`src/design/hmp_pkg.sv`:
```
// ----------------------------------------------------------------------------
// hmp_pkg
// Shared types and constants for the hash message padder: mode codes,
// input command codes, and the controller/datapath command and status bundles.
// ----------------------------------------------------------------------------
package hmp_pkg;

  // Hash mode codes held in the configuration register.
  localparam logic [2:0] MODE_MD5    = 3'd0;
  localparam logic [2:0] MODE_SHA1   = 3'd1;
  localparam logic [2:0] MODE_SHA256 = 3'd2;
  localparam logic [2:0] MODE_SHA384 = 3'd3;
  localparam logic [2:0] MODE_SHA512 = 3'd4;
  localparam logic [2:0] MODE_RESET  = MODE_SHA256;

  // Input item command codes.
  localparam logic CMD_DATA   = 1'b0;
  localparam logic CMD_FINISH = 1'b1;

  // Block geometry, as byte positions within a block.
  localparam logic [6:0] POS_MASK_64   = 7'h3F;
  localparam logic [6:0] POS_MASK_128  = 7'h7F;
  localparam logic [6:0] LEN_START_64  = 7'd56;
  localparam logic [6:0] LEN_START_128 = 7'd112;
  localparam logic [3:0] LEN_LAST_64   = 4'd7;
  localparam logic [3:0] LEN_LAST_128  = 4'd15;

  localparam logic [7:0] PAD_MARK = 8'h80;

  // Source of the byte pushed into the word packer.
  typedef enum logic [1:0] {
    BSEL_DATA = 2'd0,
    BSEL_MARK = 2'd1,
    BSEL_ZERO = 2'd2,
    BSEL_LEN  = 2'd3
  } hmp_bsel_t;

  // Commands from the controller to the datapath.
  typedef struct packed {
    logic      push;     // pack one byte this cycle
    hmp_bsel_t bsel;     // which byte to pack
    logic [3:0] len_idx; // length byte index, first sent is 0
    logic      count;    // add one byte to the bit count
    logic      clear;    // end of message: clear position, word and count
    logic      last;     // the word emitted this cycle ends the message
  } hmp_cmd_t;

  // Status from the datapath to the controller.
  typedef struct packed {
    logic can_push;  // output register can take a word this cycle
    logic at_target; // block position is where the length field starts
    logic big;       // 128-byte block, 128-bit length
  } hmp_stat_t;

endpackage

```
`src/design/hmp_datapath.sv`:
```
// ----------------------------------------------------------------------------
// hmp_datapath
// Mode register, byte packer, block position, bit counter and output
// register of the hash message padder. Packs one byte per push command.
// ----------------------------------------------------------------------------
module hmp_datapath (
  input  logic              clk,
  input  logic              rst_n,
  input  logic              cfg_wr_en,
  input  logic [2:0]        cfg_wr_data,
  input  logic [7:0]        in_data_byte,
  input  hmp_pkg::hmp_cmd_t cmd,
  output hmp_pkg::hmp_stat_t stat,
  input  logic              out_ready,
  output logic              out_valid,
  output logic [63:0]       out_word,
  output logic              out_block_end,
  output logic              out_message_end
);
  import hmp_pkg::*;

  logic [2:0]   mode_r;
  logic [6:0]   pos_r, pos_nxt;
  logic [55:0]  acc_r, acc_nxt;
  logic [63:0]  cnt_hi_r, cnt_hi_nxt;
  logic [63:0]  cnt_lo_r, cnt_lo_nxt;
  logic         out_valid_r, out_valid_nxt;
  logic [63:0]  out_word_r;
  logic         out_block_end_r;
  logic         out_message_end_r;

  logic         big, md5;
  logic [6:0]   pos_mask, cur_pos, pos_inc;
  logic [3:0]   len_sel;
  logic [127:0] len_full;
  logic [6:0]   len_base;
  logic [7:0]   len_byte;
  logic [7:0]   push_byte;
  logic         emit;
  logic [64:0]  lo_sum;

  // Mode decode.
  assign big      = (mode_r == MODE_SHA384) || (mode_r == MODE_SHA512);
  assign md5      = (mode_r == MODE_MD5);
  assign pos_mask = big ? POS_MASK_128 : POS_MASK_64;
  assign cur_pos  = pos_r & pos_mask;
  assign pos_inc  = (cur_pos + 7'd1) & pos_mask;

  // Length byte: pick a byte of {high, low} counted from the top.
  // MD5 sends the low half least significant byte first.
  assign len_full = {cnt_hi_r, cnt_lo_r};
  always_comb begin
    if (big) begin
      len_sel = cmd.len_idx;
    end else if (md5) begin
      len_sel = 4'd15 - cmd.len_idx;
    end else begin
      len_sel = 4'd8 + cmd.len_idx;
    end
    len_base = {4'd15 - len_sel, 3'b000};
    len_byte = len_full[len_base +: 8];
  end

  // Byte source selection.
  always_comb begin
    unique case (cmd.bsel)
      BSEL_DATA: push_byte = in_data_byte;
      BSEL_MARK: push_byte = PAD_MARK;
      BSEL_ZERO: push_byte = 8'h00;
      BSEL_LEN:  push_byte = len_byte;
      default:   push_byte = 8'h00;
    endcase
  end

  // A word completes when the eighth byte of it is pushed.
  assign emit = cmd.push && (cur_pos[2:0] == 3'b111);

  // Position and partial word.
  always_comb begin
    pos_nxt = pos_r;
    acc_nxt = acc_r;
    if (cmd.clear) begin
      pos_nxt = '0;
      acc_nxt = '0;
    end else if (cmd.push) begin
      pos_nxt = pos_inc;
      acc_nxt = emit ? '0 : {acc_r[47:0], push_byte};
    end
  end

  // Bit count: the high half only counts in 128-bit length modes.
  assign lo_sum = {1'b0, cnt_lo_r} + 65'd8;
  always_comb begin
    cnt_hi_nxt = cnt_hi_r;
    cnt_lo_nxt = cnt_lo_r;
    if (cmd.clear) begin
      cnt_hi_nxt = '0;
      cnt_lo_nxt = '0;
    end else if (cmd.count) begin
      cnt_lo_nxt = lo_sum[63:0];
      if (big && lo_sum[64]) begin
        cnt_hi_nxt = cnt_hi_r + 64'd1;
      end
    end
  end

  // Output register handshake.
  always_comb begin
    if (emit) begin
      out_valid_nxt = 1'b1;
    end else if (out_ready) begin
      out_valid_nxt = 1'b0;
    end else begin
      out_valid_nxt = out_valid_r;
    end
  end

  // Control state and counters.
  always_ff @(posedge clk) begin
    if (!rst_n) begin
      mode_r      <= MODE_RESET;
      pos_r       <= '0;
      acc_r       <= '0;
      cnt_hi_r    <= '0;
      cnt_lo_r    <= '0;
      out_valid_r <= 1'b0;
    end else begin
      if (cfg_wr_en) begin
        mode_r <= cfg_wr_data;
      end
      pos_r       <= pos_nxt;
      acc_r       <= acc_nxt;
      cnt_hi_r    <= cnt_hi_nxt;
      cnt_lo_r    <= cnt_lo_nxt;
      out_valid_r <= out_valid_nxt;
    end
  end

  // Output payload, loaded when a word completes.
  always_ff @(posedge clk) begin
    if (emit) begin
      out_word_r        <= {acc_r, push_byte};
      out_block_end_r   <= (cur_pos == pos_mask);
      out_message_end_r <= cmd.last;
    end
  end

  assign stat.can_push  = !out_valid_r || out_ready;
  assign stat.at_target = (cur_pos == (big ? LEN_START_128 : LEN_START_64));
  assign stat.big       = big;

  assign out_valid       = out_valid_r;
  assign out_word        = out_word_r;
  assign out_block_end   = out_block_end_r;
  assign out_message_end = out_message_end_r;

endmodule

```
`src/design/hmp_ctrl.sv`:
```
// ----------------------------------------------------------------------------
// hmp_ctrl
// Controller of the hash message padder. Takes input items and sequences
// the padding of a finished message one byte per cycle when not stalled.
// ----------------------------------------------------------------------------
module hmp_ctrl (
  input  logic               clk,
  input  logic               rst_n,
  input  logic               in_valid,
  output logic               in_ready,
  input  logic               in_command,
  input  hmp_pkg::hmp_stat_t stat,
  output hmp_pkg::hmp_cmd_t  cmd
);
  import hmp_pkg::*;

  typedef enum logic [3:0] {
    S_IDLE = 4'b0001,
    S_MARK = 4'b0010,
    S_ZERO = 4'b0100,
    S_LEN  = 4'b1000
  } state_t;

  state_t     state_r, state_nxt;
  logic [3:0] idx_r, idx_nxt;
  logic [3:0] last_idx;

  assign last_idx = stat.big ? LEN_LAST_128 : LEN_LAST_64;

  // Next state and datapath commands.
  always_comb begin
    state_nxt   = state_r;
    idx_nxt     = idx_r;
    in_ready    = 1'b0;
    cmd.push    = 1'b0;
    cmd.bsel    = BSEL_DATA;
    cmd.len_idx = idx_r;
    cmd.count   = 1'b0;
    cmd.clear   = 1'b0;
    cmd.last    = 1'b0;
    unique case (state_r)
      S_IDLE: begin
        in_ready = stat.can_push;
        if (in_valid && stat.can_push) begin
          if (in_command == CMD_FINISH) begin
            state_nxt = S_MARK;
            idx_nxt   = '0;
          end else begin
            cmd.push  = 1'b1;
            cmd.count = 1'b1;
          end
        end
      end
      S_MARK: begin
        cmd.bsel = BSEL_MARK;
        if (stat.can_push) begin
          cmd.push  = 1'b1;
          state_nxt = S_ZERO;
        end
      end
      S_ZERO: begin
        cmd.bsel = BSEL_ZERO;
        if (stat.at_target) begin
          state_nxt = S_LEN;
        end else if (stat.can_push) begin
          cmd.push = 1'b1;
        end
      end
      S_LEN: begin
        cmd.bsel = BSEL_LEN;
        if (stat.can_push) begin
          cmd.push = 1'b1;
          if (idx_r == last_idx) begin
            cmd.last  = 1'b1;
            cmd.clear = 1'b1;
            state_nxt = S_IDLE;
          end else begin
            idx_nxt = idx_r + 4'd1;
          end
        end
      end
      default: begin
        state_nxt = S_IDLE;
      end
    endcase
  end

  // State registers.
  always_ff @(posedge clk) begin
    if (!rst_n) begin
      state_r <= S_IDLE;
      idx_r   <= '0;
    end else begin
      state_r <= state_nxt;
      idx_r   <= idx_nxt;
    end
  end

endmodule

```
`src/design/hash_message_padder.sv`:
```
// ----------------------------------------------------------------------------
// hash_message_padder
// Merkle-Damgard message padding for MD5, SHA-1, SHA-256, SHA-384, SHA-512.
//
// Usage: message bytes enter on the in_ channel (in_command 0 with
// in_data_byte); in_command 1 finishes the message. Padded 64-bit words leave
// on the out_ channel, first byte in bits 63..56, with out_block_end on the
// last word of each hash block and out_message_end on the last word of the
// message. cfg_wr_data selects the mode and is written when cfg_wr_en is high;
// the user must write it only while the block is idle; the block does not enforce this.
// Throughput: one data byte per cycle while the output is not stalled; a word
// is registered and appears in the cycle after its eighth byte is accepted.
// A finish item packs the 0x80 marker, the zero fill and the 8 or 16 length
// bytes one byte per cycle, when not stalled, through the single byte packer,
// with a pause where the fill reaches the length field, and all of the padding
// is packed before the next item is taken.
// Reset clears the message state and sets the mode to SHA-256. When the
// receiver stalls, the output register holds its word and packing stops until
// the word is taken; input is not accepted meanwhile.
// ----------------------------------------------------------------------------
module hash_message_padder (
  input  logic        clk,
  input  logic        rst_n,
  input  logic        cfg_wr_en,
  input  logic [2:0]  cfg_wr_data,
  input  logic        in_valid,
  output logic        in_ready,
  input  logic        in_command,
  input  logic [7:0]  in_data_byte,
  output logic        out_valid,
  input  logic        out_ready,
  output logic [63:0] out_word,
  output logic        out_block_end,
  output logic        out_message_end
);
  import hmp_pkg::*;

  hmp_cmd_t  cmd;
  hmp_stat_t stat;

  // Sequencer.
  hmp_ctrl u_ctrl (
    .clk        (clk),
    .rst_n      (rst_n),
    .in_valid   (in_valid),
    .in_ready   (in_ready),
    .in_command (in_command),
    .stat       (stat),
    .cmd        (cmd)
  );

  // Byte packer, counter and output register.
  hmp_datapath u_datapath (
    .clk             (clk),
    .rst_n           (rst_n),
    .cfg_wr_en       (cfg_wr_en),
    .cfg_wr_data     (cfg_wr_data),
    .in_data_byte    (in_data_byte),
    .cmd             (cmd),
    .stat            (stat),
    .out_ready       (out_ready),
    .out_valid       (out_valid),
    .out_word        (out_word),
    .out_block_end   (out_block_end),
    .out_message_end (out_message_end)
  );

endmodule
```
`config.mk`:
```
export PLATFORM = sky130hd
export DESIGN_NAME = hash_message_padder
export DESIGN_NICKNAME = d
export VERILOG_FILES = /design/src/design/hmp_pkg.sv /design/src/design/hmp_datapath.sv /design/src/design/hmp_ctrl.sv /design/src/design/hash_message_padder.sv
export SDC_FILE = /design/constraint.sdc
export NUM_CORES = 1
export LEC_CHECK = 0
export ABC_CLOCK_PERIOD_IN_PS = 5200
export BUFFER_PORTS_ARGS = -buffer_cell sky130_fd_sc_hd__buf_2
export CAP_MARGIN = 15
export CORE_ASPECT_RATIO = 1.25
export CORE_MARGIN = 8
export CORE_UTILIZATION = 47
export CTS_CLUSTER_DIAMETER = 60
export CTS_CLUSTER_SIZE = 30
export DETAILED_ROUTE_END_ITERATION = 16
export PLACE_DENSITY = 0.69
export SLEW_MARGIN = 20
export SYNTH_ARGS = -nofsm -noshare
export SYNTH_HDL_FRONTEND = slang
export SYNTH_SLANG_ARGS = --single-unit
```
`constraint.sdc`:
```
create_clock -name clk -period 5.2 [get_ports clk]
set_clock_uncertainty 0.1 [all_clocks]
set_input_delay 1.56 -clock clk [delete_from_list [all_inputs] [get_ports clk]]
set_output_delay 1.56 -clock clk [all_outputs]
set_load 0.02 [all_outputs]
```
==> metrics.cfg, run 1 <==
[cells_and_area]
drive_gt1_share_pct=11.7
nets=1366
diodes=0
mostFrequentLayoutCells=dfxtp_1 (200), nor2_1 (136), nand2_1 (115)
final_common_cell=dfxtp_1
area_growth_pct=10.7

[sta]
fmax_mhz=257
min_period_over_period_pct=74.9
hold_viol=0
period_needed_ns=3.89
rsz0062_at_grt=false
relSlewSlack_pct=27.8
fin_ws_ns=1.31
holdWs_ns=0.340
setup_violations=0
setup-tns-final_ns=0
worst_pin_slew_ns=1.06
slew_violations=0

[floorplan]
rows=66
start_util_pct=47.2
core_area_um2=25800
io_pins=85
die_x_um=160
die_h_um=196
dieArea_um2=31300

[drt]
wl_per_cell_um=18.2
drc_errors=0
vias_per_cell=5.92
vias=10000
firstDrtPassIters=5
drt_wl_total_um=30800
antenna_left=0
drt_iter0_drc=714

[placed_design]
place_ws_ns=0.839
place_congestion=0.926
io_buffers=84
hpwl_um=21600

[clock_tree]
clock_sinks=266
root_buffer=clkbuf_16
clk_pin_slew_ns=0.10
clockBufferDepth=3
cts-htree-levels=1
cts_tree=built
cts_hold_buf=0
insertion_delay_ns=0.51
cts-buffers-inserted=17
ctsResizeCount=0
postCtsSetupBuffers=0

[critical_path]
crit_path_end_kind=register
cpMostUsedCell=and4_1
cp.arrival_ns=4.23
critPathKind=in2reg
crit_path_max_fanout=18
crit_path_start_kind=input port
crit_slowest_cell=and4_1
slowest_delay_ns=0.50
path_cells=buf_2 > nand2b_1 > and4_1 > and4_1 > buf_4 > and4_1 > buf_4 > nand4_1 > or3_1 > a21oi_1
worstPathRequired_ns=5.53
r2r_slack_ns=1.73

[run]
cap_violations=0

[min_path]
hp-class=reg2reg

[grt]
grtUsageTotal_pct=19.2
grt_max_degree=93
antenna_found_initial=0
grt_pass1_vias=9627
grt_pass1_wl_um=50300
grt-ovfl-total=0

[power]
ir_drop_mv=0.226
finalPower_mw=3.82
p_leak_nw=4.33
power_density_nw_per_um2=284

[logic_synthesis]
yosys_warnings=0
ys_seq_elements=266
synth_edf_count=66
synthArstFlopShare_pct=0
netlist_instances=1304
synth_seq_area_share_pct=49.2
syn-cell-area_um2=12200
ys.flop_type=dfxtp_1
syn-mean-instance-area_um2=9.32
syn_nets=1327
yosysUniqueCellTypes=65

[status]
outcome=finished clean

[critical path: cells and delay by family]
family          cells  cell delay, ns
compound gates      1            0.14
buf+inv             3            0.57
simple gates        6            1.95
[kinds of logic (layout without fill, tap and decap cells)]
family	after synthesis	in the layout	share of synthesized area [%]
AO/OA/AOI/OAI	226	226	12.3
adder cells (fa/ha/maj)	6	6	0.618
multiplexers	24	24	2.81
XOR/XNOR	104	104	7.49
AND/OR/NAND/NOR	575	575	24.1
buffers and inverters	103	152	3.42
flip-flops	266	266	49.2
[stage by stage]
step                      util [%]  cells  instance area, um^2
after floorplan                  -   1304                12200
after global placement        49.8   1664                12800
after detailed placement      49.8   1664                12800
after CTS                     52.2   1693                13500
after global routing          52.2   1693                13500
final                         52.2   1693                13500
[final cells by class]
class	count	area, um^2
clock buffer	18	429
clock inverter	11	186
fill	2382	12300
inverter	23	86.3
multi-input combinational	935	5790
sequential	266	5990
tap	340	425
timing repair buffer	100	553
[sequential cells by signal (all words and copies together), names as in the netlist]
signal / cells
u_datapath.cnt_lo_r: 61
u_datapath.cnt_hi_r: 64
u_ctrl.idx_r: 4
u_datapath.mode_r: 3
u_datapath.out_word: 64
u_datapath.out_block_end: 1
u_datapath.out_message_end: 1
u_datapath.acc_r: 56
u_ctrl.state_r: 4
u_datapath.pos_r: 7
u_datapath.out_valid: 1
[synth_stat cells, drive strengths merged, types with 3 or more instances]
cell,n,area [um^2]
a21boi,6,45.0
mux2i,15,150
o21a,4,30.0
nand2b,9,56.3
and3,13,81.3
nor3b,3,27.5
nor4,18,125
and4,21,184
or4,7,52.6
a211o,4,35.0
mux4,8,180
a211oi,3,22.5
ha,6,75.1
xnor2,60,526
a22o,7,61.3
or3,26,163
a221oi,21,184
buf,30,141
nor3,37,185
dfxtp,200,4000
nor2,137,514
a221o,24,240
a22oi,4,30.0
nand3b,3,22.5
o22ai,5,31.3
o31ai,5,42.5
nand2,115,432
nand3,105,531
edfxtp,66,1980
a21oi,86,430
or2,5,31.3
and2,13,81.3
xor2,44,385
o22a,4,35.0
o21ai,39,195
nor2b,9,56.3
nand4,47,307
inv,23,86.3
o211ai,5,37.5
clkbuf,50,188
[path summary, 6_finish.rpt]
| kind | start | endpoint | depth (start not counted) |
|---|---|---|---|
| worst max-delay path | out_ready | u_datapath.cnt_hi_r[16] | 10 |
| worst min-delay path | u_datapath.acc_r[48] | u_datapath.out_word[56] | 0 |
| worst max register to register | u_ctrl.state_r[3] | u_datapath.cnt_hi_r[16] | 9 |
| worst min register to register | u_datapath.acc_r[48] | u_datapath.out_word[56] | 0 |
[power breakdown]
| group | internal [mW] | switching, mW | total, mW |
|---|---|---|---|
| Clock | 0.682 | 0.830 | 1.51 |
| Combinational | 0.0542 | 0.115 | 0.169 |
| Sequential | 2.12 | 0.0158 | 2.14 |
[metal layers]
metal	wire length (um)	vias up	track usage, %	part of all wire, %
met1	12900	4828	23.7	42
met2	14800	305	32.9	48
met4	1110	0	7.70	3.6
met3	1960	64	3.12	6.4
li1	-	4819	-	-
met5	0	-	0	0
Note: power is estimated with default switching activity, not from simulation.
==> run 2, diff against run 1 <==
- ABC_CLOCK_PERIOD_IN_PS: 5200 -> 3400
- clock period: 5.2 -> 3.4 ns (I/O delays scaled with it)
==> run 2 against run 1 <==
Compared with the run above:
- cell area up 1.5%
- global-route usage shrank 0.15 points
- largest cell class unchanged
- sequential share of layout area is 0.65 points lower
- count of clock-buffer cells in the layout down 1
- non-clock buffer count is 23 higher
- flip-flop and latch count stayed put
==> metrics.cfg, run 2 (synthesis results as in run 1) <==
[status]
outcome=finished clean

[drt]
drt_wl_total_um=30600
wl_per_cell_um=17.9
drc_errors=0
vias=10100
vias_per_cell=5.87
drt_iter0_drc=785
antenna_left=0
firstDrtPassIters=7

[cells_and_area]
area_growth_pct=12.3
drive_gt1_share_pct=13.2
nets=1389
area.sequential_um2=5990
design_area_um2=13700
multi_input_comb_area_um2=5780
fillers=2383
stdcell_count=1716
final_common_cell=dfxtp_1
diodes=0
mostFrequentLayoutCells=dfxtp_1 (200), nor2_1 (136), nand2_1 (115)

[min_path]
holdPathStages=0
hp-class=reg2reg
min_to=u_datapath.out_word[59]
hp-start=u_datapath.acc_r[51]

[placed_design]
dp.cells=1687
placed_cell_area_um2=13100
hpwl_um=22100
io_buffers=84
place_congestion=0.894

[floorplan]
io_pins=85
core_area_um2=25800
die_h_um=196
start_util_pct=47.2
die_x_um=160
rows=66
dieArea_um2=31300

[sta]
min_period_over_period_pct=89.8
hold_viol=0
worst_pin_slew_ns=0.926
period_needed_ns=3.05
slew_violations=0
fmax_mhz=328
relSlewSlack_pct=36.5
setup-tns-final_ns=0
setup_violations=0
rsz0062_at_grt=false

[grt]
grt_max_degree=86
antenna_found_initial=0
use_met2_pct=31.8
grtUsageTotal_pct=19.0
grtUsageMet1_pct=23.6
grt-busiest-layer=met2
grt_use_met3_pct=3.27
grt_pass1_vias=9562
grt_pass1_wl_um=49700
grt-ovfl-total=0

[power]
internal_power_mw=4.37
ir_drop_mv=0.293
p_switching_mw=1.47
p_seq_share_pct=56.0
p_leak_nw=4.46
netSwitchingFraction_pct=25.1
combPwrFrac_pct=4.7
power_density_nw_per_um2=428
pwr-share-clk_pct=39.4

[critical_path]
crit_path_start_kind=register
critPathKind=reg2reg
cp.arrival_ns=3.36
r2r_slack_ns=0.35
reg2reg_depth=9
reg2reg_from=u_ctrl.idx_r[2]
r2r-end=u_datapath.acc_r[5]
crit_path_max_fanout=10
crit_path_end_kind=register
worstPathRequired_ns=3.70

[clock_tree]
cts-buffers-inserted=17
cts-htree-levels=1
root_buffer=clkbuf_16
cts_hold_buf=0
ctsResizeCount=0
clockBufferDepth=3
postCtsSetupBuffers=0
clock_sinks=266
insertion_delay_ns=0.51
cts_tree=built
clk_pin_slew_ns=0.10

[run]
cap_violations=0

==> run 2: how the worst max path moves through the flow <==
stage,from,end,cells after the start
2_1_floorplan,in_valid,u_datapath.out_block_end,5
3_3_place_gp,in_valid,u_datapath.cnt_hi_r[20],9
3_5_place_dp,in_valid,u_datapath.cnt_hi_r[42],9
4_1_cts,u_ctrl.idx_r[2],u_datapath.acc_r[4],9
5_1_grt,u_ctrl.idx_r[2],u_datapath.acc_r[4],9
6_report,u_ctrl.idx_r[2],u_datapath.acc_r[5],9
==> run 2: final cells by class <==
class	count	area share, %
Multi-Input combinational cell	935	42.4
Timing Repair Buffer	123	5.68
Clock buffer	17	3.12
Tap cell	340	3.12
Clock inverter	12	1.26
Sequential cell	266	43.8
Inverter	23	0.632
==> run 2: critical path: stages, from the launching register on <==
cell and delay [ns]:
dfxtp_1 0.54, buf_4 0.22, nand2b_1 0.13, mux2i_1 0.30
buf_4 0.29, a221o_1 0.35, a221oi_1 0.32, nor3_1 0.12
a211o_1 0.35, a22o_1 0.23
==> run 2: layer usage <==
layer / wire length [um] / share of wire [%] / vias up
met1: 12900 / 42 / 4813
met3: 2040 / 6.6 / 71
met2: 14400 / 47 / 339
met5: 0 / 0 / -
li1: - / - / 4855
met4: 1320 / 4.3 / 0
==> run 2: metrics by stage <==
step	hold slack, ns	setup slack (ns)	power, mW	util [%]
after floorplan	0.308	0.276	3.52	-
after global placement	0.316	0.220	3.61	50.7
after detailed placement	0.320	0.138	3.61	50.7
after CTS	0.344	0.390	5.90	53.0
after global routing	0.348	0.166	6.03	53.0
final	0.336	0.347	5.84	53.0
==> run 2: power by group through the flow <==
| stage | registers [mW] | logic [mW] | clock network [mW] |
|---|---|---|---|
| 5_1_grt | 3.27 | 0.295 | 2.46 |
| 6_report | 3.27 | 0.272 | 2.30 |
| 3_5_place_dp | 3.34 | 0.269 | 0 |
| 2_1_floorplan | 3.33 | 0.189 | 0 |
| 3_3_place_gp | 3.34 | 0.270 | 0 |
| 4_1_cts | 3.27 | 0.271 | 2.36 |
